## src/hw/rtl/ucer_pkg.sv

```systemverilog
package ucer_pkg;

    localparam int EP0_PACKET_BYTES_DEF     = 8;
    localparam int DESCRIPTOR_ROM_BYTES_DEF = 256;

    localparam int ROM_USED = 200;
    localparam int AT_DEV   = 0;
    localparam int AT_CFG   = 18;
    localparam int AT_LANG  = 50;
    localparam int AT_MAN   = 54;
    localparam int AT_PROD  = 136;
    localparam int AT_SER   = 178;
    localparam int AT_LUN   = 200;

    // result kinds
    localparam logic [2:0] KIND_DATA   = 3'd0;
    localparam logic [2:0] KIND_ZLP    = 3'd1;
    localparam logic [2:0] KIND_ADDR   = 3'd2;
    localparam logic [2:0] KIND_CONFIG = 3'd3;
    localparam logic [2:0] KIND_SRESET = 3'd4;

    // operations
    localparam logic [1:0] OP_BUS_RESET = 2'd0;
    localparam logic [1:0] OP_SETUP     = 2'd1;
    localparam logic [1:0] OP_IN_DONE   = 2'd2;
    localparam logic [1:0] OP_RESERVED  = 2'd3;

    // request types (bmRequestType bits 6-5)
    localparam logic [1:0] RTYPE_STANDARD = 2'd0;
    localparam logic [1:0] RTYPE_CLASS    = 2'd1;

    // request codes
    localparam logic [7:0] REQ_CLEAR_FEATURE     = 8'd1;
    localparam logic [7:0] REQ_SET_FEATURE       = 8'd3;
    localparam logic [7:0] REQ_SET_ADDRESS       = 8'd5;
    localparam logic [7:0] REQ_GET_DESCRIPTOR    = 8'd6;
    localparam logic [7:0] REQ_SET_DESCRIPTOR    = 8'd7;
    localparam logic [7:0] REQ_SET_CONFIGURATION = 8'd9;
    localparam logic [7:0] REQ_SET_INTERFACE     = 8'd11;
    localparam logic [7:0] REQ_GET_MAX_LUN       = 8'hFE;
    localparam logic [7:0] REQ_STORAGE_RESET     = 8'hFF;

    // descriptor types
    localparam logic [7:0] DESC_DEVICE        = 8'h01;
    localparam logic [7:0] DESC_CONFIGURATION = 8'h02;
    localparam logic [7:0] DESC_STRING        = 8'h03;
    localparam logic [7:0] DESC_REPORT        = 8'h22;

    // command from front to back
    typedef enum logic [2:0] {
        t_CMD_NONE,
        t_CMD_BUS_RESET,
        t_CMD_ABORT,
        t_CMD_REPLY,
        t_CMD_SEND,
        t_CMD_ADDR,
        t_CMD_CONFIG,
        t_CMD_SRESET
    } t_cmd;

    typedef struct packed {
        t_cmd        cmd;
        logic [7:0]  base;
        logic [6:0]  len;
        logic        zlp;
        logic [7:0]  value;
    } t_job;

    // descriptor bytes below the LUN slot; packet size byte is passed in
    function automatic logic [7:0] rom_byte(input logic [7:0] a, input logic [7:0] pkt);
        logic [7:0] r;
        r = 8'h00;
        unique case (a)
            8'd0: r = 8'h12; 8'd1: r = 8'h01; 8'd2: r = 8'h10; 8'd3: r = 8'h01;
            8'd4: r = 8'h00; 8'd5: r = 8'h00; 8'd6: r = 8'h00; 8'd7: r = pkt;
            8'd8: r = 8'h88; 8'd9: r = 8'h88; 8'd10: r = 8'h09; 8'd11: r = 8'h21;
            8'd12: r = 8'h00; 8'd13: r = 8'h01; 8'd14: r = 8'h01; 8'd15: r = 8'h02;
            8'd16: r = 8'h03; 8'd17: r = 8'h01;
            8'd18: r = 8'h09; 8'd19: r = 8'h02; 8'd20: r = 8'h20; 8'd21: r = 8'h00;
            8'd22: r = 8'h01; 8'd23: r = 8'h01; 8'd24: r = 8'h00; 8'd25: r = 8'h80;
            8'd26: r = 8'h32;
            8'd27: r = 8'h09; 8'd28: r = 8'h04; 8'd29: r = 8'h00; 8'd30: r = 8'h00;
            8'd31: r = 8'h02; 8'd32: r = 8'h08; 8'd33: r = 8'h06; 8'd34: r = 8'h50;
            8'd35: r = 8'h00;
            8'd36: r = 8'h07; 8'd37: r = 8'h05; 8'd38: r = 8'h81; 8'd39: r = 8'h02;
            8'd40: r = 8'h40; 8'd41: r = 8'h00; 8'd42: r = 8'h00;
            8'd43: r = 8'h07; 8'd44: r = 8'h05; 8'd45: r = 8'h02; 8'd46: r = 8'h02;
            8'd47: r = 8'h40; 8'd48: r = 8'h00; 8'd49: r = 8'h00;
            8'd50: r = 8'h04; 8'd51: r = 8'h03; 8'd52: r = 8'h09; 8'd53: r = 8'h04;
            8'd54: r = 8'd82; 8'd55: r = 8'h03; 8'd56: r = 8'h35; 8'd57: r = 8'h75;
            8'd58: r = 8'h11; 8'd59: r = 8'h81; 8'd60: r = 8'h08; 8'd61: r = 8'h57;
            8'd62: r = 8'h08; 8'd63: r = 8'h57; 8'd64: r = 8'h84; 8'd65: r = 8'h76;
            8'd66: r = 8'h55; 8'd67: r = 8'h00; 8'd68: r = 8'h53; 8'd69: r = 8'h00;
            8'd70: r = 8'h42; 8'd71: r = 8'h00; 8'd72: r = 8'h13; 8'd73: r = 8'h4e;
            8'd74: r = 8'h3a; 8'd75: r = 8'h53; 8'd76: r = 8'h20; 8'd77: r = 8'h00;
            8'd78: r = 8'h48; 8'd79: r = 8'h00; 8'd80: r = 8'h74; 8'd81: r = 8'h00;
            8'd82: r = 8'h74; 8'd83: r = 8'h00; 8'd84: r = 8'h70; 8'd85: r = 8'h00;
            8'd86: r = 8'h3a; 8'd87: r = 8'h00; 8'd88: r = 8'h2f; 8'd89: r = 8'h00;
            8'd90: r = 8'h2f; 8'd91: r = 8'h00; 8'd92: r = 8'h67; 8'd93: r = 8'h00;
            8'd94: r = 8'h72; 8'd95: r = 8'h00; 8'd96: r = 8'h6f; 8'd97: r = 8'h00;
            8'd98: r = 8'h75; 8'd99: r = 8'h00; 8'd100: r = 8'h70; 8'd101: r = 8'h00;
            8'd102: r = 8'h2e; 8'd103: r = 8'h00; 8'd104: r = 8'h65; 8'd105: r = 8'h00;
            8'd106: r = 8'h64; 8'd107: r = 8'h00; 8'd108: r = 8'h6e; 8'd109: r = 8'h00;
            8'd110: r = 8'h63; 8'd111: r = 8'h00; 8'd112: r = 8'h68; 8'd113: r = 8'h00;
            8'd114: r = 8'h69; 8'd115: r = 8'h00; 8'd116: r = 8'h6e; 8'd117: r = 8'h00;
            8'd118: r = 8'h61; 8'd119: r = 8'h00; 8'd120: r = 8'h2e; 8'd121: r = 8'h00;
            8'd122: r = 8'h63; 8'd123: r = 8'h00; 8'd124: r = 8'h6f; 8'd125: r = 8'h00;
            8'd126: r = 8'h6d; 8'd127: r = 8'h00; 8'd128: r = 8'h2f; 8'd129: r = 8'h00;
            8'd130: r = 8'h39; 8'd131: r = 8'h00; 8'd132: r = 8'h33; 8'd133: r = 8'h00;
            8'd134: r = 8'h2f; 8'd135: r = 8'h00;
            8'd136: r = 8'd42; 8'd137: r = 8'h03; 8'd138: r = 8'h32; 8'd139: r = 8'h00;
            8'd140: r = 8'h31; 8'd141: r = 8'h00; 8'd142: r = 8'h49; 8'd143: r = 8'h00;
            8'd144: r = 8'h43; 8'd145: r = 8'h00; 8'd146: r = 8'h20; 8'd147: r = 8'h00;
            8'd148: r = 8'h44; 8'd149: r = 8'h00; 8'd150: r = 8'h49; 8'd151: r = 8'h00;
            8'd152: r = 8'h59; 8'd153: r = 8'h00; 8'd154: r = 8'h20; 8'd155: r = 8'h00;
            8'd156: r = 8'h55; 8'd157: r = 8'h00; 8'd158: r = 8'hd8; 8'd159: r = 8'h76;
            8'd160: r = 8'h66; 8'd161: r = 8'h5b; 8'd162: r = 8'h60; 8'd163: r = 8'h4e;
            8'd164: r = 8'h7f; 8'd165: r = 8'h67; 8'd166: r = 8'h20; 8'd167: r = 8'h00;
            8'd168: r = 8'h4b; 8'd169: r = 8'h4e; 8'd170: r = 8'h20; 8'd171: r = 8'h00;
            8'd172: r = 8'h1f; 8'd173: r = 8'h77; 8'd174: r = 8'h55; 8'd175: r = 8'h00;
            8'd176: r = 8'hd8; 8'd177: r = 8'h76;
            8'd178: r = 8'd22; 8'd179: r = 8'h03; 8'd180: r = 8'h32; 8'd181: r = 8'h00;
            8'd182: r = 8'h30; 8'd183: r = 8'h00; 8'd184: r = 8'h30; 8'd185: r = 8'h00;
            8'd186: r = 8'h39; 8'd187: r = 8'h00; 8'd188: r = 8'h2d; 8'd189: r = 8'h00;
            8'd190: r = 8'h30; 8'd191: r = 8'h00; 8'd192: r = 8'h33; 8'd193: r = 8'h00;
            8'd194: r = 8'h2d; 8'd195: r = 8'h00; 8'd196: r = 8'h31; 8'd197: r = 8'h00;
            8'd198: r = 8'h38; 8'd199: r = 8'h00;
            default: r = 8'h00;
        endcase
        return r;
    endfunction

endpackage

```

## src/hw/rtl/usb_control_endpoint_responder.sv

```systemverilog
// USB endpoint-zero responder for a bulk-only storage device. Each item (bus
// reset, setup, IN done) is decoded in the front end and queued; the back end
// then emits its results one per cycle while i_ready takes them: up to the
// packet size of descriptor bytes, a zero-length packet marker, or an
// address/configuration/storage reset action, with o_last on the final one.
// In the back end a data reply or IN done is taken in S_IDLE, its packet is
// decided in S_ZLP and its bytes (at most eight) then leave from S_DATA; an
// action gives two results. A new item is taken while results are still
// leaving, until the four-entry queue fills. The user must write max_lun
// through i_cfg_we/i_cfg_data only while the block is idle; the block itself
// does not enforce it.
module usb_control_endpoint_responder #(
    parameter int EP0_PACKET_BYTES     = ucer_pkg::EP0_PACKET_BYTES_DEF,
    parameter int DESCRIPTOR_ROM_BYTES = ucer_pkg::DESCRIPTOR_ROM_BYTES_DEF
) (
    input  logic        i_clk,
    input  logic        i_rst_n,
    input  logic        i_cfg_we,
    input  logic [3:0]  i_cfg_data,
    input  logic        i_valid,
    output logic        o_ready,
    input  logic [1:0]  i_operation,
    input  logic [4:0]  i_setup_byte_count,
    input  logic [7:0]  i_request_type,
    input  logic [7:0]  i_request_code,
    input  logic [15:0] i_request_value,
    input  logic [15:0] i_request_length,
    output logic        o_valid,
    input  logic        i_ready,
    output logic [2:0]  o_kind,
    output logic [7:0]  o_payload,
    output logic        o_last
);
    logic [3:0]     r_max_lun;
    logic           f_valid, f_ready, q_valid, q_ready;
    ucer_pkg::t_job f_job, q_job;

    // hold the LUN register
    always_ff @(posedge i_clk) begin
        if (!i_rst_n) begin
            r_max_lun <= '0;
        end else if (i_cfg_we) begin
            r_max_lun <= i_cfg_data;
        end
    end

    ucer_front u_front (
        .i_clk, .i_rst_n, .i_valid, .o_ready,
        .i_operation, .i_setup_byte_count, .i_request_type, .i_request_code,
        .i_request_value, .i_request_length,
        .o_job_valid(f_valid), .i_job_ready(f_ready), .o_job(f_job)
    );

    ucer_queue #(.DEPTH(4)) u_queue (
        .i_clk, .i_rst_n,
        .i_valid(f_valid), .o_ready(f_ready), .i_job(f_job),
        .o_valid(q_valid), .i_ready(q_ready), .o_job(q_job)
    );

    ucer_back #(
        .EP0_PACKET_BYTES(EP0_PACKET_BYTES),
        .DESCRIPTOR_ROM_BYTES(DESCRIPTOR_ROM_BYTES)
    ) u_back (
        .i_clk, .i_rst_n, .i_max_lun(r_max_lun),
        .i_job_valid(q_valid), .o_job_ready(q_ready), .i_job(q_job),
        .o_valid, .i_ready, .o_kind, .o_payload, .o_last
    );
endmodule

```

## src/hw/rtl/ucer_front.sv

```systemverilog
// Classify one input item into a job for the back end.
module ucer_front (
    input  logic                 i_clk,
    input  logic                 i_rst_n,
    input  logic                 i_valid,
    output logic                 o_ready,
    input  logic [1:0]           i_operation,
    input  logic [4:0]           i_setup_byte_count,
    input  logic [7:0]           i_request_type,
    input  logic [7:0]           i_request_code,
    input  logic [15:0]          i_request_value,
    input  logic [15:0]          i_request_length,
    output logic                 o_job_valid,
    input  logic                 i_job_ready,
    output ucer_pkg::t_job       o_job
);
    logic           r_valid;
    ucer_pkg::t_job r_job;
    ucer_pkg::t_job n_job;

    logic [1:0] rtype;
    logic [7:0] dtype;
    logic [7:0] didx;
    logic [6:0] full_len;
    logic [7:0] base;
    logic       is_reply;
    logic       force_zero;

    assign o_ready     = !r_valid || i_job_ready;
    assign o_job_valid = r_valid;
    assign o_job       = r_job;
    assign rtype = i_request_type[6:5];
    assign dtype = i_request_value[15:8];
    assign didx  = i_request_value[7:0];

    // decode the item (bus reset, setup, IN done) into a job
    always_comb begin
        n_job      = '0;
        n_job.cmd  = ucer_pkg::t_CMD_NONE;
        n_job.value = i_request_value[7:0];
        is_reply   = 1'b0;
        force_zero = 1'b0;
        base       = 8'd0;
        full_len   = 7'd0;
        unique case (i_operation)
            ucer_pkg::OP_BUS_RESET: n_job.cmd = ucer_pkg::t_CMD_BUS_RESET;
            ucer_pkg::OP_IN_DONE:   n_job.cmd = ucer_pkg::t_CMD_SEND;
            ucer_pkg::OP_SETUP: begin
                if (i_setup_byte_count == 5'd8) begin
                    n_job.cmd = ucer_pkg::t_CMD_ABORT;
                    if (i_request_type[7]) begin
                        if (rtype == ucer_pkg::RTYPE_STANDARD) begin
                            if (i_request_code == ucer_pkg::REQ_GET_DESCRIPTOR) begin
                                unique case (dtype)
                                    ucer_pkg::DESC_DEVICE: begin
                                        is_reply = 1'b1; base = 8'(ucer_pkg::AT_DEV);
                                        full_len = 7'd18;
                                    end
                                    ucer_pkg::DESC_CONFIGURATION: begin
                                        is_reply = 1'b1; base = 8'(ucer_pkg::AT_CFG);
                                        full_len = 7'd32;
                                    end
                                    ucer_pkg::DESC_STRING: begin
                                        is_reply = 1'b1;
                                        unique case (didx)
                                            8'd0: begin
                                                base = 8'(ucer_pkg::AT_LANG); full_len = 7'd4;
                                            end
                                            8'd1: begin
                                                base = 8'(ucer_pkg::AT_MAN); full_len = 7'd82;
                                            end
                                            8'd2: begin
                                                base = 8'(ucer_pkg::AT_PROD); full_len = 7'd42;
                                            end
                                            8'd3: begin
                                                base = 8'(ucer_pkg::AT_SER); full_len = 7'd22;
                                            end
                                            default: force_zero = 1'b1;
                                        endcase
                                    end
                                    ucer_pkg::DESC_REPORT: is_reply = 1'b1;
                                    default: is_reply = 1'b0;
                                endcase
                            end
                        end else if (rtype == ucer_pkg::RTYPE_CLASS) begin
                            is_reply = 1'b1;
                            if (i_request_code == ucer_pkg::REQ_GET_MAX_LUN) begin
                                base = 8'(ucer_pkg::AT_LUN); full_len = 7'd1;
                            end else begin
                                force_zero = 1'b1;
                            end
                        end
                    end else if (rtype == ucer_pkg::RTYPE_STANDARD) begin
                        unique case (i_request_code)
                            ucer_pkg::REQ_CLEAR_FEATURE, ucer_pkg::REQ_SET_FEATURE,
                            ucer_pkg::REQ_SET_DESCRIPTOR, ucer_pkg::REQ_SET_INTERFACE:
                                n_job.cmd = ucer_pkg::t_CMD_ABORT;
                            ucer_pkg::REQ_SET_ADDRESS: n_job.cmd = ucer_pkg::t_CMD_ADDR;
                            ucer_pkg::REQ_SET_CONFIGURATION:
                                n_job.cmd = ucer_pkg::t_CMD_CONFIG;
                            default: begin
                                is_reply = 1'b1; force_zero = 1'b1;
                            end
                        endcase
                    end else if (rtype == ucer_pkg::RTYPE_CLASS) begin
                        if (i_request_code == ucer_pkg::REQ_STORAGE_RESET) begin
                            n_job.cmd = ucer_pkg::t_CMD_SRESET;
                        end else begin
                            is_reply = 1'b1; force_zero = 1'b1;
                        end
                    end
                    // clamp length against wLength; zero packet decided in back end
                    if (is_reply) begin
                        n_job.cmd  = ucer_pkg::t_CMD_REPLY;
                        n_job.base = base;
                        if (i_request_length > 16'(full_len)) begin
                            n_job.len = full_len;
                            n_job.zlp = 1'b1;
                        end else begin
                            n_job.len = i_request_length[6:0];
                            n_job.zlp = 1'b0;
                        end
                        n_job.value = {7'd0, force_zero};
                    end
                end
            end
            default: n_job.cmd = ucer_pkg::t_CMD_NONE;
        endcase
    end

    // hold one job until the queue takes it
    always_ff @(posedge i_clk) begin
        if (!i_rst_n) begin
            r_valid <= 1'b0;
        end else if (o_ready) begin
            r_valid <= i_valid;
        end
        if (o_ready && i_valid) begin
            r_job <= n_job;
        end
    end
endmodule

```

## src/hw/rtl/ucer_queue.sv

```systemverilog
// Short job queue between front and back ends.
module ucer_queue #(
    parameter int DEPTH = 4
) (
    input  logic            i_clk,
    input  logic            i_rst_n,
    input  logic            i_valid,
    output logic            o_ready,
    input  ucer_pkg::t_job  i_job,
    output logic            o_valid,
    input  logic            i_ready,
    output ucer_pkg::t_job  o_job
);
    localparam int AW = $clog2(DEPTH);

    ucer_pkg::t_job r_mem [DEPTH];
    logic [AW-1:0]  r_wr;
    logic [AW-1:0]  r_rd;
    logic [AW:0]    r_cnt;
    logic           push;
    logic           pop;

    assign o_ready = r_cnt != (AW+1)'(DEPTH);
    assign o_valid = r_cnt != '0;
    assign o_job   = r_mem[r_rd];
    assign push    = i_valid && o_ready;
    assign pop     = o_valid && i_ready;

    // advance pointers and count
    always_ff @(posedge i_clk) begin
        if (!i_rst_n) begin
            r_wr  <= '0;
            r_rd  <= '0;
            r_cnt <= '0;
        end else begin
            if (push) r_wr <= (r_wr == AW'(DEPTH-1)) ? '0 : r_wr + 1'b1;
            if (pop)  r_rd <= (r_rd == AW'(DEPTH-1)) ? '0 : r_rd + 1'b1;
            r_cnt <= r_cnt + (AW+1)'(push) - (AW+1)'(pop);
        end
        if (push) r_mem[r_wr] <= i_job;
    end
endmodule

```

## src/hw/rtl/ucer_back.sv

```systemverilog
// Carry out jobs: emit results, one per cycle while i_ready takes them, into an output register.
module ucer_back #(
    parameter int EP0_PACKET_BYTES     = ucer_pkg::EP0_PACKET_BYTES_DEF,
    parameter int DESCRIPTOR_ROM_BYTES = ucer_pkg::DESCRIPTOR_ROM_BYTES_DEF
) (
    input  logic            i_clk,
    input  logic            i_rst_n,
    input  logic [3:0]      i_max_lun,
    input  logic            i_job_valid,
    output logic            o_job_ready,
    input  ucer_pkg::t_job  i_job,
    output logic            o_valid,
    input  logic            i_ready,
    output logic [2:0]      o_kind,
    output logic [7:0]      o_payload,
    output logic            o_last
);
    localparam int PKT = (EP0_PACKET_BYTES < 1) ? 1 :
                         ((EP0_PACKET_BYTES > 8) ? 8 : EP0_PACKET_BYTES);
    localparam logic [7:0] PKT_B = 8'(PKT);

    typedef enum logic [1:0] {
        S_IDLE,
        S_DATA,
        S_ZLP,
        S_ADDR
    } t_state;

    t_state     r_state;
    logic [6:0] r_left;
    logic [7:0] r_ptr;
    logic       r_zlp;
    logic [3:0] r_cnt;
    logic [7:0] r_addr;
    logic [7:0] r_cfg;
    logic       r_ovalid;
    logic [2:0] r_kind;
    logic [7:0] r_payload;
    logic       r_last;

    logic       out_free;
    logic [7:0] rd;
    logic [6:0] first_cnt;
    logic       zlp_mod;

    assign out_free    = !r_ovalid || i_ready;
    assign o_job_ready = out_free && r_state == S_IDLE;
    assign o_valid     = r_ovalid;
    assign o_kind      = r_kind;
    assign o_payload   = r_payload;
    assign o_last      = r_last;

    // ROM read with LUN slot and out-of-range zeroes
    always_comb begin
        if (32'(r_ptr) >= DESCRIPTOR_ROM_BYTES) rd = 8'h00;
        else if (r_ptr < 8'(ucer_pkg::ROM_USED)) rd = ucer_pkg::rom_byte(r_ptr, PKT_B);
        else if (r_ptr == 8'(ucer_pkg::AT_LUN)) rd = {4'd0, i_max_lun};
        else rd = 8'h00;
    end

    assign first_cnt = (r_left > 7'(PKT)) ? 7'(PKT) : r_left;
    assign zlp_mod   = (i_job.len % 7'(PKT)) == 7'd0;

    // sequence jobs and results
    always_ff @(posedge i_clk) begin
        if (!i_rst_n) begin
            r_state  <= S_IDLE;
            r_left   <= '0;
            r_ptr    <= '0;
            r_zlp    <= 1'b0;
            r_cnt    <= '0;
            r_cfg    <= '0;
            r_ovalid <= 1'b0;
        end else begin
            if (r_ovalid && i_ready) r_ovalid <= 1'b0;
            if (out_free) begin
                unique case (r_state)
                    S_IDLE: begin
                        if (i_job_valid) begin
                            unique case (i_job.cmd)
                                ucer_pkg::t_CMD_BUS_RESET: begin
                                    r_left <= '0; r_ptr <= '0; r_zlp <= 1'b0; r_cfg <= '0;
                                end
                                ucer_pkg::t_CMD_ABORT: begin
                                    r_left <= '0; r_zlp <= 1'b0;
                                end
                                ucer_pkg::t_CMD_REPLY: begin
                                    r_ptr  <= i_job.base;
                                    r_left <= i_job.len;
                                    r_zlp  <= i_job.value[0] || (i_job.zlp && zlp_mod);
                                    r_state <= S_ZLP;
                                    r_cnt  <= '0;
                                end
                                ucer_pkg::t_CMD_SEND: begin
                                    r_state <= S_ZLP;
                                    r_cnt   <= '0;
                                end
                                ucer_pkg::t_CMD_ADDR: begin
                                    r_left <= '0; r_zlp <= 1'b0;
                                    r_addr <= i_job.value;
                                    r_ovalid <= 1'b1; r_kind <= ucer_pkg::KIND_ZLP;
                                    r_payload <= '0; r_last <= 1'b0;
                                    r_state <= S_ADDR;
                                end
                                ucer_pkg::t_CMD_CONFIG: begin
                                    r_left <= '0; r_zlp <= 1'b0;
                                    r_cfg <= i_job.value;
                                    r_ovalid <= 1'b1; r_kind <= ucer_pkg::KIND_CONFIG;
                                    r_payload <= i_job.value; r_last <= 1'b0;
                                    r_state <= S_ZLP;
                                    r_cnt <= 4'd8;
                                end
                                ucer_pkg::t_CMD_SRESET: begin
                                    r_left <= '0; r_zlp <= 1'b0;
                                    r_ovalid <= 1'b1; r_kind <= ucer_pkg::KIND_SRESET;
                                    r_payload <= '0; r_last <= 1'b0;
                                    r_state <= S_ZLP;
                                    r_cnt <= 4'd8;
                                end
                                default: r_state <= S_IDLE;
                            endcase
                        end
                    end
                    // decide packet: count 8 marks a forced zero packet
                    S_ZLP: begin
                        if (r_cnt == 4'd8) begin
                            r_ovalid <= 1'b1; r_kind <= ucer_pkg::KIND_ZLP;
                            r_payload <= '0; r_last <= 1'b1;
                            r_state <= S_IDLE;
                        end else if (r_left != 0) begin
                            r_cnt <= first_cnt[3:0];
                            r_state <= S_DATA;
                        end else begin
                            if (r_zlp) begin
                                r_ovalid <= 1'b1; r_kind <= ucer_pkg::KIND_ZLP;
                                r_payload <= '0; r_last <= 1'b1;
                                r_zlp <= 1'b0;
                            end
                            r_state <= S_IDLE;
                        end
                    end
                    S_DATA: begin
                        r_ovalid <= 1'b1; r_kind <= ucer_pkg::KIND_DATA;
                        r_payload <= rd; r_last <= (r_cnt == 4'd1);
                        r_ptr <= r_ptr + 8'd1;
                        r_left <= r_left - 7'd1;
                        r_cnt <= r_cnt - 4'd1;
                        if (r_cnt == 4'd1) r_state <= S_IDLE;
                    end
                    S_ADDR: begin
                        r_ovalid <= 1'b1; r_kind <= ucer_pkg::KIND_ADDR;
                        r_payload <= r_addr; r_last <= 1'b1;
                        r_state <= S_IDLE;
                    end
                    default: r_state <= S_IDLE;
                endcase
            end
        end
    end

    logic unused_cfg;
    assign unused_cfg = ^r_cfg;
endmodule

```

## config.mk

```make
export PLATFORM = sky130hd
export DESIGN_NAME = usb_control_endpoint_responder
export DESIGN_NICKNAME = d
export VERILOG_FILES = /design/src/hw/rtl/ucer_pkg.sv /design/src/hw/rtl/usb_control_endpoint_responder.sv /design/src/hw/rtl/ucer_front.sv /design/src/hw/rtl/ucer_queue.sv /design/src/hw/rtl/ucer_back.sv
export SDC_FILE = /design/constraint.sdc
export NUM_CORES = 1
export LEC_CHECK = 0
export ABC_AREA = 0
export BUFFER_PORTS_ARGS = -buffer_cell sky130_fd_sc_hd__buf_2
export CORE_AREA = 10 10 117 224
export CTS_BUF_LIST = sky130_fd_sc_hd__clkbuf_2
export DETAILED_ROUTE_END_ITERATION = 16
export DIE_AREA = 0 0 127 234
export GPL_TIMING_DRIVEN = 0
export PLACE_DENSITY_LB_ADDON = 0.12
export SYNTH_ARGS = -nofsm -noshare
export SYNTH_HDL_FRONTEND = slang
export SYNTH_HIERARCHICAL = 1
export SYNTH_SLANG_ARGS = --single-unit
```

## constraint.sdc

```tcl
create_clock -name i_clk -period 4.65 [get_ports i_clk]
set_clock_uncertainty 0.2 [all_clocks]
set_input_delay 0.93 -clock i_clk [delete_from_list [all_inputs] [get_ports i_clk]]
set_output_delay 0.93 -clock i_clk [all_outputs]
set_load 0.02 [all_outputs]
```

==> impl_metrics.env, run 1 <==
export IMPL_vias=8959
export IMPL_cts_max_level=4
export IMPL_worstPathCellList="buf_8 -> buf_8 -> mux4_2 -> buf_4 -> nor4bb_4 -> buf_6 -> a22o_1 -> o221ai_4 -> inv_1 -> buf_4 -> ha_1 -> o2111ai_2 -> o221ai_1 -> a2111oi_1 -> o32ai_2"
export IMPL_critical_path_slowest_cell="a2111oi_1"
export IMPL_grt_pass1_vias=9314
export IMPL_grt_use_total_pct=25.7
export IMPL_root_buffer="clkbuf_2"
export IMPL_async_reset_ff_share_pct=0
export IMPL_yosysTopAreaCellShare_pct=41.4
export IMPL_drive_above_1_share_pct=23.9
export IMPL_nets=1198
export IMPL_synth_area_per_cell_um2=11.0
export IMPL_finalPower_mw=7.60
export IMPL_synth_cells=1007
export IMPL_crit_path_max_incr_delay_ns=0.53
export IMPL_hold_violations=0
export IMPL_seqPwrFrac_pct=30.6
export IMPL_cp_arrival_ns=5.00
export IMPL_synth_cell_types=104
export IMPL_mostFrequentLayoutCell="edfxtp_1"
export IMPL_cts_made_buffers=17
export IMPL_placed_area_um2=11800
export IMPL_p_leak_nw=4.35
export IMPL_cts_sinks=198
export IMPL_max_freq_mhz=219
export IMPL_rows=78
export IMPL_start_util_pct=49.0
export IMPL_crit_fanout=13
export IMPL_power_density_nw_per_um2=614
export IMPL_syn_to_final_growth_pct=11.7
export IMPL_die_area_um2=29700
export IMPL_p_sw_mw=3.69
export IMPL_crit_required_ns=5.08
export IMPL_drt_first_pass_iters=7
export IMPL_internal_power_mw=3.91
export IMPL_vdd_drop_max_v=0.000354
export IMPL_clock_power_share_pct=10.0
export IMPL_slew_violations=0
export IMPL_status="finished, final reports clean"
export IMPL_tightest_slew_ns=1.42
export IMPL_ctsHoldBuffers=0
export IMPL_grt_antenna_before_repair=1
export IMPL_syn_area_um2=11100
export IMPL_postRouteAntennaNets=0
export IMPL_layoutNonFillerInstCount=1395
export IMPL_synth_seq_cells=198
export IMPL_post_place_cells=1359
export IMPL_core_area_um2=22600
export IMPL_switching_share_pct=48.6
export IMPL_layout_common_cells="153 x edfxtp_1, 90 x buf_2, 90 x nand2_1, 69 x nor2_1, 59 x a21oi_1"
export IMPL_clock_path_buffers=2
export IMPL_finalCritPeriodShare_pct=98.4
export IMPL_reg2reg_depth=15
export IMPL_period_needed_ns=4.57
export IMPL_fin_area_um2=12400
export IMPL_grt_max_degree=28
export IMPL_seq_area_frac_synth_pct=49.6
export IMPL_clk_pin_slew_ns=0.28
export IMPL_fin_util_pct=54.7
export IMPL_die_h_um=234
export IMPL_clkLatencyLatePin_ns=0.79
export IMPL_cap_violations=0
export IMPL_syn_num_nets=1104
export IMPL_dieWidth_um=127
export IMPL_end_kind="flop"
export IMPL_max_slew_margin_pct=4.83
export IMPL_io_buffers=71
export IMPL_yosys_top_cells_area="edfxtp_1 41%, dfxtp_1 8.1%, mux4_2 5.5%, ha_1 3.6%, nand2_1 3.0%"
export IMPL_min_from="i_valid"
export IMPL_critical_path_class="reg -> reg"
export IMPL_p_comb_share_pct=59.4
export IMPL_holdPathStages=3
export IMPL_gp_congestion=1.01
export IMPL_cts_tree="done"
export IMPL_overflow=0
export IMPL_yosys_area_top_type="edfxtp_1"
export IMPL_startpoint_type="flop"
export IMPL_hold_path_class="in -> reg"
export IMPL_totalWireLength_mm=38.5
export IMPL_synth_edf_count=153
export IMPL_hold_end="u_front/o_job_valid$_SDFFE_PN0N_"
export IMPL_io_pins=78
export IMPL_hpwlAfterDp_mm=29.7
export IMPL_yosysWarnings=6
export IMPL_setup_viol=0
export IMPL_rrSetupSlack_ns=0.08
export IMPL_wl_per_cell_um=27.6
export IMPL_grt_pass1_wl_mm=56.7
export IMPL_synthFlopType="edfxtp_1"
export IMPL_drt_iter0_drc=683
export IMPL_drcViolationCount=0
export IMPL_via_per_inst=6.42
-- routing by layer --
| metal | share of wire, % | global-route usage (%) | routed length [um] |
|---|---|---|---|
| met3 | 3.8 | 3.87 | 1450 |
| met1 | 30 | 21.3 | 11600 |
| met4 | 9.2 | 21.9 | 3560 |
| met2 | 57 | 50.4 | 21800 |
| met5 | 0 | 0 | 0 |
-- worst max-delay path by stage --
stage	slack (ns)	to	depth (start not counted)	startpoint
2_1_floorplan	0.41	flop	17	flop
3_3_place_gp	-1.82	flop	16	flop
3_5_place_dp	-1.67	flop	16	flop
4_1_cts	0.0003	flop	13	flop
5_1_grt	-0.03	flop	15	flop
6_report	0.08	flop	15	flop
-- final cells by class --
cell class	count	area, um^2
antenna	1	2.50
multi-input combinational	698	5310
timing repair buffer	76	405
clock buffer	17	85.1
sequential	198	5500
tap	280	350
fill	2055	10300
inverter	44	170
clock inverter	15	135
buffer	66	425
-- synth_stat cells, drive strengths merged (7+ instances only) --
master,n
o22ai,7
nor2b,13
buf,41
and3,10
o211ai,11
mux2i,17
nor4,17
nand3,32
o21ai,64
o221ai,7
nand2b,8
o32ai,10
a21oi,63
nor2,72
a22oi,13
a211oi,15
and2,20
nand2,92
dfxtp,45
a31oi,14
nor3,22
ha,32
nand4,12
edfxtp,153
inv,44
clkbuf,26
mux4,27
o31ai,9
-- power by group through the flow --
stage                     Sequential, mW  Clock, mW  Combinational, mW
final                               2.32      0.763               4.52
after global routing                2.35      0.861               4.75
after detailed placement            2.36          0               4.02
after CTS                           2.32      0.801               4.24
after floorplan                     2.36          0               2.62
after global placement              2.35          0               4.06
-- critical path, delay by kind of cell, from the launching register on --
family | cells | cell delay (ns)
buffers and inverters | 6 | 1.03
AO/OA/AOI/OAI | 6 | 1.83
flip-flops | 1 | 0.39
multiplexers | 1 | 0.50
adder cells (fa/ha/maj) | 1 | 0.31
AND/OR/NAND/NOR | 1 | 0.16
-- cell families after synthesis --
group	share of synthesized area, %
compound gates	18.7
xor+xnor	0.553
fa+ha+maj	3.79
buf+inv	4.84
flops	49.6
mux	7.12
other cells	0.0338
simple gates	15.4
-- repair_timing --
item                       CTS  global route
setup endpoints to repair    8             7
buffers inserted             4             0
resized for setup           40            31
pin swaps                    4             4
-- per-stage QoR --
step           worst slack [ns]  TNS [ns]  hold WS [ns]
6_report                 0.0764         0         0.165
5_1_grt                 -0.0290   -0.0290        0.0894
4_1_cts                0.000252         0        0.0458
3_5_place_dp              -1.67    -10.46         0.265
3_3_place_gp              -1.82    -11.49         0.265
2_1_floorplan             0.407         0         0.249
-- flip-flops by register name (all words and copies together) (netlist names), 2 cells and up, named ones only --
signal,cells
u_queue/r_cnt,3
u_queue/r_rd,2
u_back/r_state,2
u_front/o_job,25
u_back/r_left,7
u_queue/r_wr,2
r_max_lun,4
u_back/o_payload,8
u_back/o_kind,3
u_back/r_cnt,4
u_back/r_addr,8
u_queue/r_mem,108
u_back/r_ptr,8
Power figures use the tool's default switching activity.
==> inputs of run 2 (changes only) <==
Settings changed: CORE_AREA 10 10 117 224 to 10 10 114 218, DIE_AREA 0 0 127 234 to 0 0 124 228, SYNTH_HIERARCHICAL 1 to default.
Clock period 4.65 ns to 5.1 ns, I/O delays scaled along.
==> run 2 against run 1 <==
Net effect:
- sequential share of layout area is 0.74 points higher
- combinational power down 8.8%
- worst setup slack got worse by 0.0089 ns
- global-route usage is 1.8 points higher
- maximum frequency decreased by 9.1%
- cell count down 2.2%
- sequential cell count fell by 8
- total power down 7.5%
- non-clock buffer count down 7
- count of clock-buffer cells in the layout unchanged
- hold slack better by 0.048 ns
- largest cell class unchanged
- highest routed layer unchanged
==> impl_metrics.env, run 2 <==
export IMPL_drive_above_1_share_pct=18.4
export IMPL_drt_first_pass_iters=6
export IMPL_clock_power_share_pct=11.9
export IMPL_ys_top_cells_by_count="145 x edfxtp_1, 85 x nor2_1, 74 x a21oi_1, 74 x nand2_1, 45 x dfxtp_1"
export IMPL_start_util_pct=49.1
export IMPL_cp_arrival_ns=5.55
export IMPL_r2r_start="u_back.r_state[0]$_SDFFE_PN0P_"
export IMPL_drcViolationCount=0
export IMPL_cts_max_level=4
export IMPL_grt_pass1_wl_mm=57.0
export IMPL_placed_area_um2=11200
export IMPL_hold_violations=0
export IMPL_vdd_drop_max_v=0.000291
export IMPL_nets=1173
export IMPL_pre_cts_ws_ns=-1.44
export IMPL_wl_per_cell_um=27.9
export IMPL_yosys_area_top_type="edfxtp_1"
export IMPL_synth_cell_types=92
export IMPL_die_h_um=228
export IMPL_p_sw_mw=3.58
export IMPL_yosysWarnings=0
export IMPL_grt_use_total_pct=27.5
export IMPL_synth_seq_cells=190
export IMPL_top_register="u_queue.r_mem"
export IMPL_cts_made_buffers=17
export IMPL_synth_area_per_cell_um2=10.6
export IMPL_p_leak_nw=4.08
export IMPL_clock_path_buffers=2
export IMPL_synthFlopType="edfxtp_1"
export IMPL_io_pins=78
export IMPL_max_freq_mhz=199
export IMPL_clk_pin_slew_ns=0.32
export IMPL_syn_num_nets=1084
export IMPL_setup_viol=0
export IMPL_layout_common_cells="145 x edfxtp_1, 87 x buf_2, 84 x nor2_1, 74 x a21oi_1, 72 x nand2_1"
export IMPL_yosysTopAreaCellShare_pct=41.5
export IMPL_clkLatencyLatePin_ns=0.85
export IMPL_switching_share_pct=50.9
export IMPL_yosys_top_cells_area="edfxtp_1 41%, dfxtp_1 8.6%, mux4_2 5.4%, ha_1 3.7%, a21oi_1 3.5%"
export IMPL_worstPathCellList="inv_1 -> ha_1 -> or4b_1 -> clkbuf_1 -> and2_0 -> o311ai_1 -> nor2_2 -> buf_2 -> ha_4 -> inv_1 -> clkbuf_4 -> nor3_4 -> nor2_1 -> o21ai_1 -> o31ai_1 -> nor4b_4"
export IMPL_seqPwrFrac_pct=29.4
export IMPL_fin_util_pct=54.4
export IMPL_seq_area_frac_synth_pct=50.0
export IMPL_mostFrequentLayoutCell="edfxtp_1"
export IMPL_post_place_cells=1333
export IMPL_ctsHoldBuffers=0
export IMPL_cts_setup_buffers=0
export IMPL_vias=8874
export IMPL_synth_cells=988
export IMPL_core_area_um2=21400
export IMPL_crit_top_cell="inv_1"
export IMPL_layoutNonFillerInstCount=1364
export IMPL_cts_sinks=190
export IMPL_io_buffers=70
export IMPL_grt_pass1_vias=9411
export IMPL_fin_area_um2=11600
export IMPL_yosysMostFrequentCell="edfxtp_1"
export IMPL_p_comb_share_pct=58.6
export IMPL_totalWireLength_mm=38.1
export IMPL_cap_violations=0
export IMPL_gp_congestion=1.11
export IMPL_die_area_um2=28300
export IMPL_cts_tree="done"
export IMPL_rows=76
export IMPL_dieWidth_um=124
export IMPL_overflow=0
export IMPL_root_buffer="clkbuf_2"
export IMPL_cp_buffers_inverters=5
export IMPL_crit_path_max_incr_delay_ns=0.49
export IMPL_power_density_nw_per_um2=604
export IMPL_setup_ws_ns=0.0675
export IMPL_slew_violations=0
export IMPL_hpwlAfterDp_mm=29.1
export IMPL_crit_required_ns=5.62
export IMPL_reg2reg_depth=16
export IMPL_critical_path_class="reg -> reg"
export IMPL_drt_iter0_drc=809
export IMPL_crit_family="simple AND/OR/NAND/NOR gates"
export IMPL_rrSetupSlack_ns=0.07
export IMPL_grt_max_degree=26
export IMPL_status="finished, final reports clean"
export IMPL_finalCritPeriodShare_pct=98.7
export IMPL_via_per_inst=6.51
export IMPL_postRouteAntennaNets=0
export IMPL_period_needed_ns=5.03
export IMPL_syn_to_final_growth_pct=10.9
export IMPL_max_slew_margin_pct=12.7
export IMPL_end_kind="flop"
export IMPL_grt_antenna_before_repair=3
export IMPL_holdPathStages=3
export IMPL_syn_area_um2=10500
export IMPL_crit_fanout=13
export IMPL_async_reset_ff_share_pct=0
export IMPL_hold_path_class="in -> reg"
export IMPL_startpoint_type="flop"
export IMPL_setup_tns_ns=0
export IMPL_hold_end="r_max_lun[2]$_SDFFE_PN0P_"
export IMPL_critical_path_slowest_cell="buf_2"
export IMPL_tightest_slew_ns=1.31
export IMPL_synth_edf_count=145
export IMPL_largest_reg_flops=100
export IMPL_min_from="i_cfg_data[2]"
export IMPL_internal_power_mw=3.46
==> run 2: cells by family (layout without fill, tap and decap cells) <==
kind of cell	after synthesis	in the layout	share of synthesized area [%]
AO/OA/AOI/OAI	276	276	18.1
AND/OR/NAND/NOR	323	323	15.3
multiplexers	47	47	7.49
buffers and inverters	113	215	4.61
adder cells (fa/ha/maj)	32	32	3.88
XOR/XNOR	7	7	0.584
flip-flops	190	190	50.0
other	0	1	0
==> run 2: final cells by class <==
class	instances	area [um^2]
Antenna cell	1	2.50
Tap cell	273	342
Fill cell	1981	9750
Buffer	61	300
Clock inverter	15	214
Sequential cell	190	5260
Inverter	48	180
Clock buffer	17	85.1
Multi-Input combinational cell	685	4860
Timing Repair Buffer	74	405
==> run 2: worst max-delay path by stage <==
stage,from,endpoint,slack [ns],cells past startpoint
2_1_floorplan,i_request_code[4],u_front.o_job[11]$_SDFFCE_PN0P_,0.29,19
6_report,u_back.r_state[0]$_SDFFE_PN0P_,flop,0.07,16
4_1_cts,u_back.r_state[0]$_SDFFE_PN0P_,flop,0.02,15
3_5_place_dp,i_ready,flop,-1.44,15
3_3_place_gp,i_ready,flop,-1.69,15
5_1_grt,u_back.r_state[0]$_SDFFE_PN0P_,flop,-0.0006,17
==> run 2: routing by layer <==
metal  share of wire (%)  vias to the layer above  wire length [um]  global-route usage (%)
met1                  30                     4294             11500                    23.8
met3                 5.6                      191              2130                    6.83
li1                    -                     3964                 -                       -
met5                   0                        -                 0                       0
met4                 9.4                        0              3590                    21.9
met2                  55                      425             20900                    50.4
==> run 2: worst reg2reg max path, cell delays in order (launching register included) <==
cell,delay [ns]
dfxtp_1,0.48
inv_1,0.08
ha_1,0.30
or4b_1,0.20
clkbuf_1,0.21
and2_0,0.38
o311ai_1,0.15
nor2_2,0.41
buf_2,0.49
ha_4,0.33
inv_1,0.20
clkbuf_4,0.28
nor3_4,0.35
nor2_1,0.07
o21ai_1,0.19
o31ai_1,0.14
nor4b_4,0.47
==> run 2: what timing repair did <==
action | 4_1_cts | 5_1_grt
endpoints found under the hold margin | 0 | 0
endpoints found under the setup margin | 8 | 15
pin swaps | 0 | 1
gates resized for setup | 18 | 9
==> run 2: through the flow <==
step / power (mW) / hold WS (ns)
2_1_floorplan: 4.60 / 0.258
3_3_place_gp: 5.98 / 0.271
3_5_place_dp: 5.94 / 0.282
4_1_cts: 6.85 / 0.154
5_1_grt: 7.36 / 0.146
6_report: 7.04 / 0.213
==> run 2: power groups by stage <==
stage | clock network, mW | logic (mW) | registers (mW)
finish | 0.841 | 4.12 | 2.07
global route | 0.913 | 4.36 | 2.09
CTS | 0.861 | 3.92 | 2.07
detailed placement | 0 | 3.84 | 2.10
global placement | 0 | 3.88 | 2.10
floorplan | 0 | 2.51 | 2.09
